File: src/rtl/core/llde_pkg.sv
// Package with shared types and constants of the link loss and delay emulator.
`timescale 1ns / 1ps
package llde_pkg;

    localparam int unsigned LOSS_MODULUS = 100;
    localparam logic [31:0] LFSR_MASK    = 32'hD000_0001;

    // Reciprocal of the loss modulus: x / 100 == (x * LOSS_RECIP) >> LOSS_SHIFT for 32-bit x.
    localparam logic [31:0] LOSS_RECIP   = 32'h51EB_851F;
    localparam int          LOSS_SHIFT   = 37;

    // Register indexes of the configuration port.
    localparam logic [1:0] REG_LOSS   = 2'd0;
    localparam logic [1:0] REG_BASE   = 2'd1;
    localparam logic [1:0] REG_JITTER = 2'd2;
    localparam logic [1:0] REG_SEED   = 2'd3;

    // Item modes.
    localparam logic [1:0] MODE_SEND  = 2'd0;
    localparam logic [1:0] MODE_TICK  = 2'd1;
    localparam logic [1:0] MODE_CLEAR = 2'd2;

    typedef struct packed {
        logic [1:0]  mode;
        logic [7:0]  dest;
        logic [63:0] payload;
    } in_item_t;

    typedef struct packed {
        logic [7:0]  out_dest;
        logic [63:0] out_payload;
        logic        last;
    } out_item_t;

    typedef enum logic [3:0] {
        ST_IDLE,
        ST_LOSS_DRAW,
        ST_LOSS_MOD,
        ST_JIT_DRAW,
        ST_JIT_MOD,
        ST_PLACE,
        ST_SCAN,
        ST_SCAN_WAIT,
        ST_EMIT
    } state_t;

    // Commands from the controller to the datapath.
    typedef struct packed {
        logic capture;
        logic draw;
        logic mod_start;
        logic mod_by_jitter;
        logic loss_check;
        logic add_jitter;
        logic place;
        logic tick;
        logic scan_start;
        logic scan_step;
        logic emit_load;
    } ctrl_cmd_t;

    // Status from the datapath to the controller.
    typedef struct packed {
        logic [1:0] mode;
        logic       loss_nz;
        logic       jitter_nz;
        logic       mod_done;
        logic       loss_drop;
        logic       delay_zero;
        logic       scan_done;
        logic       hit;
        logic       out_busy;
    } ctrl_stat_t;

endpackage

File: src/rtl/core/link_loss_delay_emulator.sv
// Top level of the link loss and delay emulator.
`timescale 1ns / 1ps
// An item is taken only while the block is idle. A send keeps the block busy after its
// transfer: the loss draw is reduced modulo 100 by a reciprocal multiply (a send lost
// there returns to idle), and the jitter draw runs through a restoring modulo unit.
// A tick or clear walks the slots one per cycle; a tick's scan halts for each released
// message, which passes an emit and a wait state. A result that finds the output
// register still occupied waits for it. An unused mode returns straight to idle. The
// single output register lets the next item enter while the last result still waits.
module link_loss_delay_emulator #(
    parameter int QUEUE_SLOTS  = 16,
    parameter int PAYLOAD_BITS = 64
) (
    input  logic                 aclk,
    input  logic                 aresetn,
    input  logic                 s_valid,
    output logic                 s_ready,
    input  llde_pkg::in_item_t   s_data,
    output logic                 m_valid,
    input  logic                 m_ready,
    output llde_pkg::out_item_t  m_data,
    input  logic                 cfg_we,
    input  logic [1:0]           cfg_index,
    input  logic [31:0]          cfg_wdata
);

    llde_pkg::ctrl_cmd_t  cmd;
    llde_pkg::ctrl_stat_t stat;

    llde_ctrl u_ctrl (
        .aclk    (aclk),
        .aresetn (aresetn),
        .s_valid (s_valid),
        .s_ready (s_ready),
        .stat    (stat),
        .cmd     (cmd)
    );

    llde_datapath #(
        .QUEUE_SLOTS  (QUEUE_SLOTS),
        .PAYLOAD_BITS (PAYLOAD_BITS)
    ) u_datapath (
        .aclk      (aclk),
        .aresetn   (aresetn),
        .s_data    (s_data),
        .cfg_we    (cfg_we),
        .cfg_index (cfg_index),
        .cfg_wdata (cfg_wdata),
        .cmd       (cmd),
        .stat      (stat),
        .m_valid   (m_valid),
        .m_ready   (m_ready),
        .m_data    (m_data)
    );

endmodule

File: src/rtl/core/llde_ctrl.sv
// Controller state machine of the link loss and delay emulator.
`timescale 1ns / 1ps
module llde_ctrl (
    input  logic                  aclk,
    input  logic                  aresetn,
    input  logic                  s_valid,
    output logic                  s_ready,
    input  llde_pkg::ctrl_stat_t  stat,
    output llde_pkg::ctrl_cmd_t   cmd
);

    llde_pkg::state_t state_reg;
    llde_pkg::state_t state_next;

    // State register.
    always_ff @(posedge aclk) begin
        if (!aresetn) begin
            state_reg <= llde_pkg::ST_IDLE;
        end else begin
            state_reg <= state_next;
        end
    end

    // Next state and commands.
    always_comb begin
        state_next = state_reg;
        cmd        = '0;
        s_ready    = 1'b0;
        unique case (state_reg)
            llde_pkg::ST_IDLE: begin
                s_ready = 1'b1;
                if (s_valid) begin
                    cmd.capture = 1'b1;
                    state_next  = llde_pkg::ST_LOSS_DRAW;
                end
            end
            llde_pkg::ST_LOSS_DRAW: begin
                unique case (stat.mode)
                    llde_pkg::MODE_SEND: begin
                        if (stat.loss_nz) begin
                            cmd.draw      = 1'b1;
                            cmd.mod_start = 1'b1;
                            state_next    = llde_pkg::ST_LOSS_MOD;
                        end else begin
                            state_next = llde_pkg::ST_JIT_DRAW;
                        end
                    end
                    llde_pkg::MODE_TICK: begin
                        cmd.tick       = 1'b1;
                        cmd.scan_start = 1'b1;
                        state_next     = llde_pkg::ST_SCAN;
                    end
                    llde_pkg::MODE_CLEAR: begin
                        cmd.scan_start = 1'b1;
                        state_next     = llde_pkg::ST_SCAN;
                    end
                    default: state_next = llde_pkg::ST_IDLE;
                endcase
            end
            llde_pkg::ST_LOSS_MOD: begin
                if (stat.mod_done) begin
                    cmd.loss_check = 1'b1;
                    state_next     = stat.loss_drop ? llde_pkg::ST_IDLE
                                                    : llde_pkg::ST_JIT_DRAW;
                end
            end
            llde_pkg::ST_JIT_DRAW: begin
                if (stat.jitter_nz) begin
                    cmd.draw          = 1'b1;
                    cmd.mod_start     = 1'b1;
                    cmd.mod_by_jitter = 1'b1;
                    state_next        = llde_pkg::ST_JIT_MOD;
                end else begin
                    state_next = llde_pkg::ST_PLACE;
                end
            end
            llde_pkg::ST_JIT_MOD: begin
                cmd.mod_by_jitter = 1'b1;
                if (stat.mod_done) begin
                    cmd.add_jitter = 1'b1;
                    state_next     = llde_pkg::ST_PLACE;
                end
            end
            llde_pkg::ST_PLACE: begin
                if (stat.delay_zero) begin
                    if (!stat.out_busy) begin
                        cmd.emit_load = 1'b1;
                        state_next    = llde_pkg::ST_IDLE;
                    end
                end else begin
                    cmd.place  = 1'b1;
                    state_next = llde_pkg::ST_IDLE;
                end
            end
            llde_pkg::ST_SCAN: begin
                if (stat.scan_done) begin
                    state_next = llde_pkg::ST_IDLE;
                end else if (stat.hit && stat.mode == llde_pkg::MODE_TICK) begin
                    state_next = llde_pkg::ST_EMIT;
                end else begin
                    cmd.scan_step = 1'b1;
                end
            end
            llde_pkg::ST_EMIT: begin
                if (!stat.out_busy) begin
                    cmd.emit_load = 1'b1;
                    cmd.scan_step = 1'b1;
                    state_next    = llde_pkg::ST_SCAN_WAIT;
                end
            end
            llde_pkg::ST_SCAN_WAIT: begin
                state_next = llde_pkg::ST_SCAN;
            end
            default: state_next = llde_pkg::ST_IDLE;
        endcase
    end

endmodule

File: src/rtl/core/llde_datapath.sv
// Datapath of the link loss and delay emulator: registers, LFSR, modulo unit and slot store.
`timescale 1ns / 1ps
module llde_datapath #(
    parameter int QUEUE_SLOTS  = 16,
    parameter int PAYLOAD_BITS = 64
) (
    input  logic                  aclk,
    input  logic                  aresetn,
    input  llde_pkg::in_item_t    s_data,
    input  logic                  cfg_we,
    input  logic [1:0]            cfg_index,
    input  logic [31:0]           cfg_wdata,
    input  llde_pkg::ctrl_cmd_t   cmd,
    output llde_pkg::ctrl_stat_t  stat,
    output logic                  m_valid,
    input  logic                  m_ready,
    output llde_pkg::out_item_t   m_data
);

    localparam int IW = (QUEUE_SLOTS > 1) ? $clog2(QUEUE_SLOTS) : 1;
    localparam int CW = $clog2(QUEUE_SLOTS + 1);

    // Configuration registers.
    logic [6:0]  loss_reg;
    logic [15:0] base_reg;
    logic [15:0] jitter_reg;
    logic [31:0] lfsr_reg;
    logic [31:0] lfsr_next;
    logic [31:0] now_reg;

    // Item registers.
    logic [1:0]              mode_reg;
    logic [7:0]              dest_reg;
    logic [PAYLOAD_BITS-1:0] pay_reg;
    logic [31:0]             delay_reg;

    // Slot store.
    logic [QUEUE_SLOTS-1:0]  valid_reg;
    logic [7:0]              sdest_mem [QUEUE_SLOTS];
    logic [31:0]             sdue_mem  [QUEUE_SLOTS];
    logic [PAYLOAD_BITS-1:0] spay_mem  [QUEUE_SLOTS];

    // Modulo unit: restoring division by the jitter bound, one quotient bit per cycle;
    // the loss modulus goes through a reciprocal multiply instead.
    logic [31:0] rem_reg;
    logic [31:0] dvd_reg;
    logic [15:0] div_reg;
    logic [5:0]  mcnt_reg;
    logic        mbusy_reg;
    logic        mjit_reg;
    logic [26:0] quo_reg;
    logic [32:0] rem_shift;
    logic [32:0] rem_sub;
    logic [63:0] recip_prod;
    logic [31:0] loss_prod;

    // Scan pointer.
    logic [CW-1:0] scan_reg;
    logic [IW-1:0] sidx;
    logic          hit;

    // First free slot.
    logic          free_found;
    logic [IW-1:0] free_idx;

    assign lfsr_next = lfsr_reg[0] ? ((lfsr_reg >> 1) ^ llde_pkg::LFSR_MASK)
                                   : (lfsr_reg >> 1);

    // Configuration, LFSR and tick counter.
    always_ff @(posedge aclk) begin
        if (!aresetn) begin
            loss_reg   <= '0;
            base_reg   <= '0;
            jitter_reg <= '0;
            lfsr_reg   <= 32'd1;
            now_reg    <= '0;
        end else begin
            if (cfg_we) begin
                unique case (cfg_index)
                    llde_pkg::REG_LOSS:   loss_reg   <= cfg_wdata[6:0];
                    llde_pkg::REG_BASE:   base_reg   <= cfg_wdata[15:0];
                    llde_pkg::REG_JITTER: jitter_reg <= cfg_wdata[15:0];
                    llde_pkg::REG_SEED:
                        lfsr_reg <= (cfg_wdata != '0) ? cfg_wdata : 32'd1;
                    default: ;
                endcase
            end else if (cmd.draw) begin
                lfsr_reg <= lfsr_next;
            end
            if (cmd.tick) begin
                now_reg <= now_reg + 32'd1;
            end
        end
    end

    // Item capture and delay accumulation.
    always_ff @(posedge aclk) begin
        if (cmd.capture) begin
            mode_reg  <= s_data.mode;
            dest_reg  <= s_data.dest;
            pay_reg   <= s_data.payload[PAYLOAD_BITS-1:0];
            delay_reg <= {16'd0, base_reg};
        end else if (cmd.add_jitter) begin
            delay_reg <= delay_reg + {16'd0, rem_reg[15:0]};
        end
    end

    assign rem_shift  = {rem_reg, dvd_reg[31]};
    assign rem_sub    = rem_shift - {17'd0, div_reg};
    assign recip_prod = dvd_reg * llde_pkg::LOSS_RECIP;
    assign loss_prod  = {5'd0, quo_reg} * 32'(llde_pkg::LOSS_MODULUS);

    // Modulo sequencer: 32 steps for the jitter bound, two for the loss modulus.
    always_ff @(posedge aclk) begin
        if (!aresetn) begin
            mbusy_reg <= 1'b0;
            mcnt_reg  <= '0;
        end else if (cmd.mod_start) begin
            mbusy_reg <= 1'b1;
            mcnt_reg  <= cmd.mod_by_jitter ? 6'd0 : 6'd30;
        end else if (mbusy_reg) begin
            mcnt_reg <= mcnt_reg + 6'd1;
            if (mcnt_reg == 6'd31) begin
                mbusy_reg <= 1'b0;
            end
        end
    end

    always_ff @(posedge aclk) begin
        if (cmd.mod_start) begin
            rem_reg  <= '0;
            dvd_reg  <= lfsr_next;
            div_reg  <= jitter_reg;
            mjit_reg <= cmd.mod_by_jitter;
        end else if (mbusy_reg) begin
            if (mjit_reg) begin
                dvd_reg <= {dvd_reg[30:0], 1'b0};
                rem_reg <= rem_sub[32] ? rem_shift[31:0] : rem_sub[31:0];
            end else if (mcnt_reg == 6'd30) begin
                quo_reg <= recip_prod[63:llde_pkg::LOSS_SHIFT];
            end else begin
                rem_reg <= dvd_reg - loss_prod;
            end
        end
    end

    // Lowest free slot.
    always_comb begin
        free_found = 1'b0;
        free_idx   = '0;
        for (int i = QUEUE_SLOTS - 1; i >= 0; i--) begin
            if (!valid_reg[i]) begin
                free_found = 1'b1;
                free_idx   = IW'(i);
            end
        end
    end

    assign sidx = scan_reg[IW-1:0];

    // Hit test for the slot under the scan pointer.
    always_comb begin
        logic [31:0] diff;
        diff = now_reg - sdue_mem[sidx];
        hit  = 1'b0;
        if (scan_reg < CW'(QUEUE_SLOTS) && valid_reg[sidx]) begin
            if (mode_reg == llde_pkg::MODE_TICK) begin
                hit = !diff[31];
            end else begin
                hit = (sdest_mem[sidx] == dest_reg);
            end
        end
    end

    // Scan pointer and valid bits.
    always_ff @(posedge aclk) begin
        if (!aresetn) begin
            valid_reg <= '0;
            scan_reg  <= '0;
        end else begin
            if (cmd.scan_start) begin
                scan_reg <= '0;
            end else if (cmd.scan_step) begin
                scan_reg <= scan_reg + CW'(1);
                if (hit) begin
                    valid_reg[sidx] <= 1'b0;
                end
            end
            if (cmd.place && free_found) begin
                valid_reg[free_idx] <= 1'b1;
            end
        end
    end

    // Slot entry writes.
    always_ff @(posedge aclk) begin
        if (cmd.place && free_found) begin
            sdest_mem[free_idx] <= dest_reg;
            sdue_mem[free_idx]  <= now_reg + delay_reg;
            spay_mem[free_idx]  <= pay_reg;
        end
    end

    // Last flag: no later slot is due.
    logic later_due;
    always_comb begin
        logic [31:0] d;
        later_due = 1'b0;
        for (int i = 0; i < QUEUE_SLOTS; i++) begin
            d = now_reg - sdue_mem[i];
            if (CW'(i) > scan_reg && valid_reg[i] && !d[31]) begin
                later_due = 1'b1;
            end
        end
    end

    // Output register.
    always_ff @(posedge aclk) begin
        if (!aresetn) begin
            m_valid <= 1'b0;
        end else if (cmd.emit_load) begin
            m_valid <= 1'b1;
        end else if (m_ready) begin
            m_valid <= 1'b0;
        end
    end

    always_ff @(posedge aclk) begin
        if (cmd.emit_load) begin
            if (mode_reg == llde_pkg::MODE_TICK) begin
                m_data.out_dest    <= sdest_mem[sidx];
                m_data.out_payload <= 64'(spay_mem[sidx]);
                m_data.last        <= !later_due;
            end else begin
                m_data.out_dest    <= dest_reg;
                m_data.out_payload <= 64'(pay_reg);
                m_data.last        <= 1'b1;
            end
        end
    end

    // Status.
    always_comb begin
        stat.mode       = mode_reg;
        stat.loss_nz    = (loss_reg != '0);
        stat.jitter_nz  = (jitter_reg != '0);
        stat.mod_done   = !mbusy_reg;
        stat.loss_drop  = (rem_reg < {25'd0, loss_reg});
        stat.delay_zero = (delay_reg == '0);
        stat.scan_done  = (scan_reg >= CW'(QUEUE_SLOTS));
        stat.hit        = hit;
        stat.out_busy   = m_valid && !m_ready;
    end

endmodule

File: config.mk
export PLATFORM = sky130hd
export DESIGN_NAME = link_loss_delay_emulator
export DESIGN_NICKNAME = d
export VERILOG_FILES = /design/src/rtl/core/llde_pkg.sv /design/src/rtl/core/link_loss_delay_emulator.sv /design/src/rtl/core/llde_ctrl.sv /design/src/rtl/core/llde_datapath.sv
export SDC_FILE = /design/constraint.sdc
export NUM_CORES = 2
export LEC_CHECK = 0
export BUFFER_PORTS_ARGS = -buffer_cell sky130_fd_sc_hd__buf_2
export CAP_MARGIN = 25
export CORE_UTILIZATION = 64
export CTS_CLUSTER_SIZE = 40
export DETAILED_ROUTE_END_ITERATION = 7
export PLACE_DENSITY_LB_ADDON = 0.05
export REMOVE_ABC_BUFFERS = 1
export SLEW_MARGIN = 20
export SYNTH_ARGS = -nofsm -noshare
export SYNTH_HDL_FRONTEND = slang
export SYNTH_SLANG_ARGS = --single-unit
File: constraint.sdc
create_clock -name aclk -period 13.67 [get_ports aclk]
set_input_delay 0.6835 -clock aclk [delete_from_list [all_inputs] [get_ports aclk]]
set_output_delay 0.6835 -clock aclk [all_outputs]
set_load 0.005 [all_outputs]
==> run summary <==
Placement
• 214100 um — half-perimeter wire length of the detailed placement result
• 187 — IO buf count
• 0.9811 — weighted congestion at the end of routability-driven global placement
• 121300 um2 — placed cell area
• 10868 — DP Cell Count

Floorplan
• 64.52% — starting density of the core
• 188 — I/O pin count
• 181100 um2 — area of the core region
• 184300 um2 — die area
• 429.3 um — Die Width
• 156 — site row count
• 429.3 um — Die Height

Timing
• 42.30 ps — Setup Skew
• 0 — final count of hold timing violations
• 1128 ps — Tightest Pin Transition
• false — unrepaired setup endpoints after global routing
• 8077 ps — Final min period
• 0 — number of endpoints failing setup at the final stage
• 66.52 ps — hold slack final
• 0 ps — Total Neg Setup Slack
• 24.19% — max_slew headroom
• 0 — number of slew-limit violations in the final report
• 59.09% — share of the clock period used by the worst path
• 123.8 MHz — maximum frequency from static timing analysis

Cells and area
• edfxtp_1 — leading cell type in the layout, fill and taps excluded
• 60890 um2 — sequential cell area in the final layout
• 14.36% — share of layout cells above drive strength 1
• 12031 — Filler Cell Count
• edfxtp_1 (1902), inv_1 (1335), ha_1 (1090) — commonest cells after routing, fill and taps aside
• 9.994% — area overhead of the layout relative to synthesis
• u_datapath.spay_mem — top register by number of flip-flops
• 10393 — Final nets
• 11317 — filler-free cell count of the finished design
• 50370 um2 — area of combinational cells with multiple inputs
• u_datapath.spay_mem: 1024 flops, u_datapath.sdue_mem: 512 flops, u_datapath.sdest_mem: 128 flops — biggest regs
• 1024 — flip-flop count of the largest register, all copies and words added
• 128500 um2 — Post-Layout Inst Area

Detailed routing
• 72607 — routed via count
• 321700 um — sum of routed wire length over all layers
• 7378 — DR iter-0 viols
• 8 — DR pass1 iterations
• 26230 um — WL met3
• 0 — remaining antenna violation count after routing
• met5 — uppermost routed layer
• 155900 um — wire length on met2
• 6.416 — vias per cell
• 28.43 um — wire per inst
• 3 — total DRC errors in the routed layout
• 125800 um — wl on met1

Global route
• 128 — maximum number of pins on one net before global-route repair
• 0 — global-route congestion overflow total
• 74448 — via count of the first global-routing pass
• 11 — initial antenna violation count
• 476700 um — global-route wire length before repair
• 35.28% — all-layer global routing usage

Clocking
• clkbuf_16 — CTS Root Cell
• yes — clock tree from TritonCTS
• 70 ps — clock transition at the registers of the reported paths
• 204 — clock buffer count from CTS
• 3 — CTS max path bufs
• 69 — hold buffer count at cts
• 870 ps — clock latency on the worst-skew pair
• 2090 — Clock Sinks
• 0 — Post-CTS Setup Bufs
• 4 — Max H-tree Level
• 0 — number of instances resized during post-cts repair

Yosys
• 13.94 um2 — average size of a mapped cell
• 8381 — Gate Count Post-Synth
• 52.09% — sequential fraction of the synthesis area
• 2090 — synthesis-stage register bit count
• 85 — unique cell type count in the Yosys netlist
• 116900 um2 — area of the mapped netlist
• 0% — post-synthesis async set-or-reset flop share
• 0 — number of warnings issued by yosys
• edfxtp_1 — Primary FF master, synth
• 1902 — number of enable-type register cells in the synthesized netlist

Setup path
• 6 — count of buffering cells on the critical path with inverters included
• 14270 ps — data required time of the worst path
• edfxtp_1 — cell with the largest stage delay on the worst path
• reg -> reg — kind of critical path
• 5590 ps — reg2reg setup slack
• flop — CP endpoint kind
• flop — element type at the critical path start
• adder cells — CP top delay family
• fa_1 — most numerous cell on the critical path
• 11 — highest net fanout along the worst path
• 8680 ps — data arrival at the endpoint of the critical path
• 770 ps — Slowest Stage Delay on Critical Path

Job
• 0 — count of max-cap constraint violations

Run status
• design-rule violations — failing checks
• finished, violations left — outcome

Worst hold path
• in -> reg — worst hold path type

==> per-stage QoR <==
stage,setup slack (ps),util (%)
global placement,5640,66.93
global route,5250,70.97
floorplan,-6509,-
detailed placement,5523,66.99
CTS,5549,70.95
finish,5593,70.97
==> Yosys cell counts (39+ instances only) <==
library cell	number	area (um2)
a21oi_1	385	1927
nor2_1	283	1062
edfxtp_1	1902	57110
a21o_1	136	1021
mux2_2	81	912.1
clkbuf_1	141	529.3
nor3_1	64	320.3
mux4_2	520	11710
a211oi_1	86	645.6
o21ai_0	239	1196
nand2_1	354	1329
inv_1	1336	5015
xnor2_1	125	1095
o21a_1	53	397.9
buf_1	51	191.4
nand4_1	91	569.3
nand2b_1	41	256.5
nor2b_1	73	456.7
and3_1	39	244.0
fa_1	414	8288
xor2_1	92	805.8
ha_1	1091	13650
nand3_1	106	530.5
dfxtp_1	188	3764
a31oi_1	43	269.0
==> path summary, 6_finish.rpt <==
check	depth (start not counted)	endpoint	startpoint
setup / recovery	25	u_datapath.quo_reg[2]	u_datapath.dvd_reg[3]
hold / removal	1	u_datapath.pay_reg[41]	s_data[41]
setup reg to reg	25	u_datapath.quo_reg[2]	u_datapath.dvd_reg[3]
hold reg to reg	0	u_datapath.div_reg[6]	u_datapath.jitter_reg[6]
==> logic make-up after synthesis <==
logic type                 count (synthesis)  synth area share, %
muxes                                    630                11.05
adders and majority gates               1505                18.77
buffers and inverters                   1550                5.018
and+or+nand+nor                         1202                4.997
xor gates and xnor gates                 218                1.640
AOI/OAI and AO/OA                       1186                6.432
DFF                                     2090                52.09
==> final cells by class <==
| type | instances | share of cell area (%) |
|---|---|---|
| multi-input cells | 4741 | 39.18 |
| well taps | 2370 | 2.307 |
| inverters | 1338 | 3.912 |
| clock inverters | 114 | 0.8001 |
| flip-flops and latches | 2090 | 47.37 |
| repair buffers | 400 | 2.189 |
| diodes | 3 | 0.005840 |
| clock buffers | 261 | 4.235 |
==> metal layers <==
| metal | vias up | track usage [%] |
|---|---|---|
| met3 | 667 | 5.911 |
| met4 | 8 | 14.28 |
| met2 | 3440 | 57.81 |
| met5 | - | 0 |
| met1 | 36816 | 47.26 |
| li1 | 31676 | - |
Power is left out: the tool's default activity adds up to more than one toggle a clock period on the data nets, which glitch-free logic cannot reach.
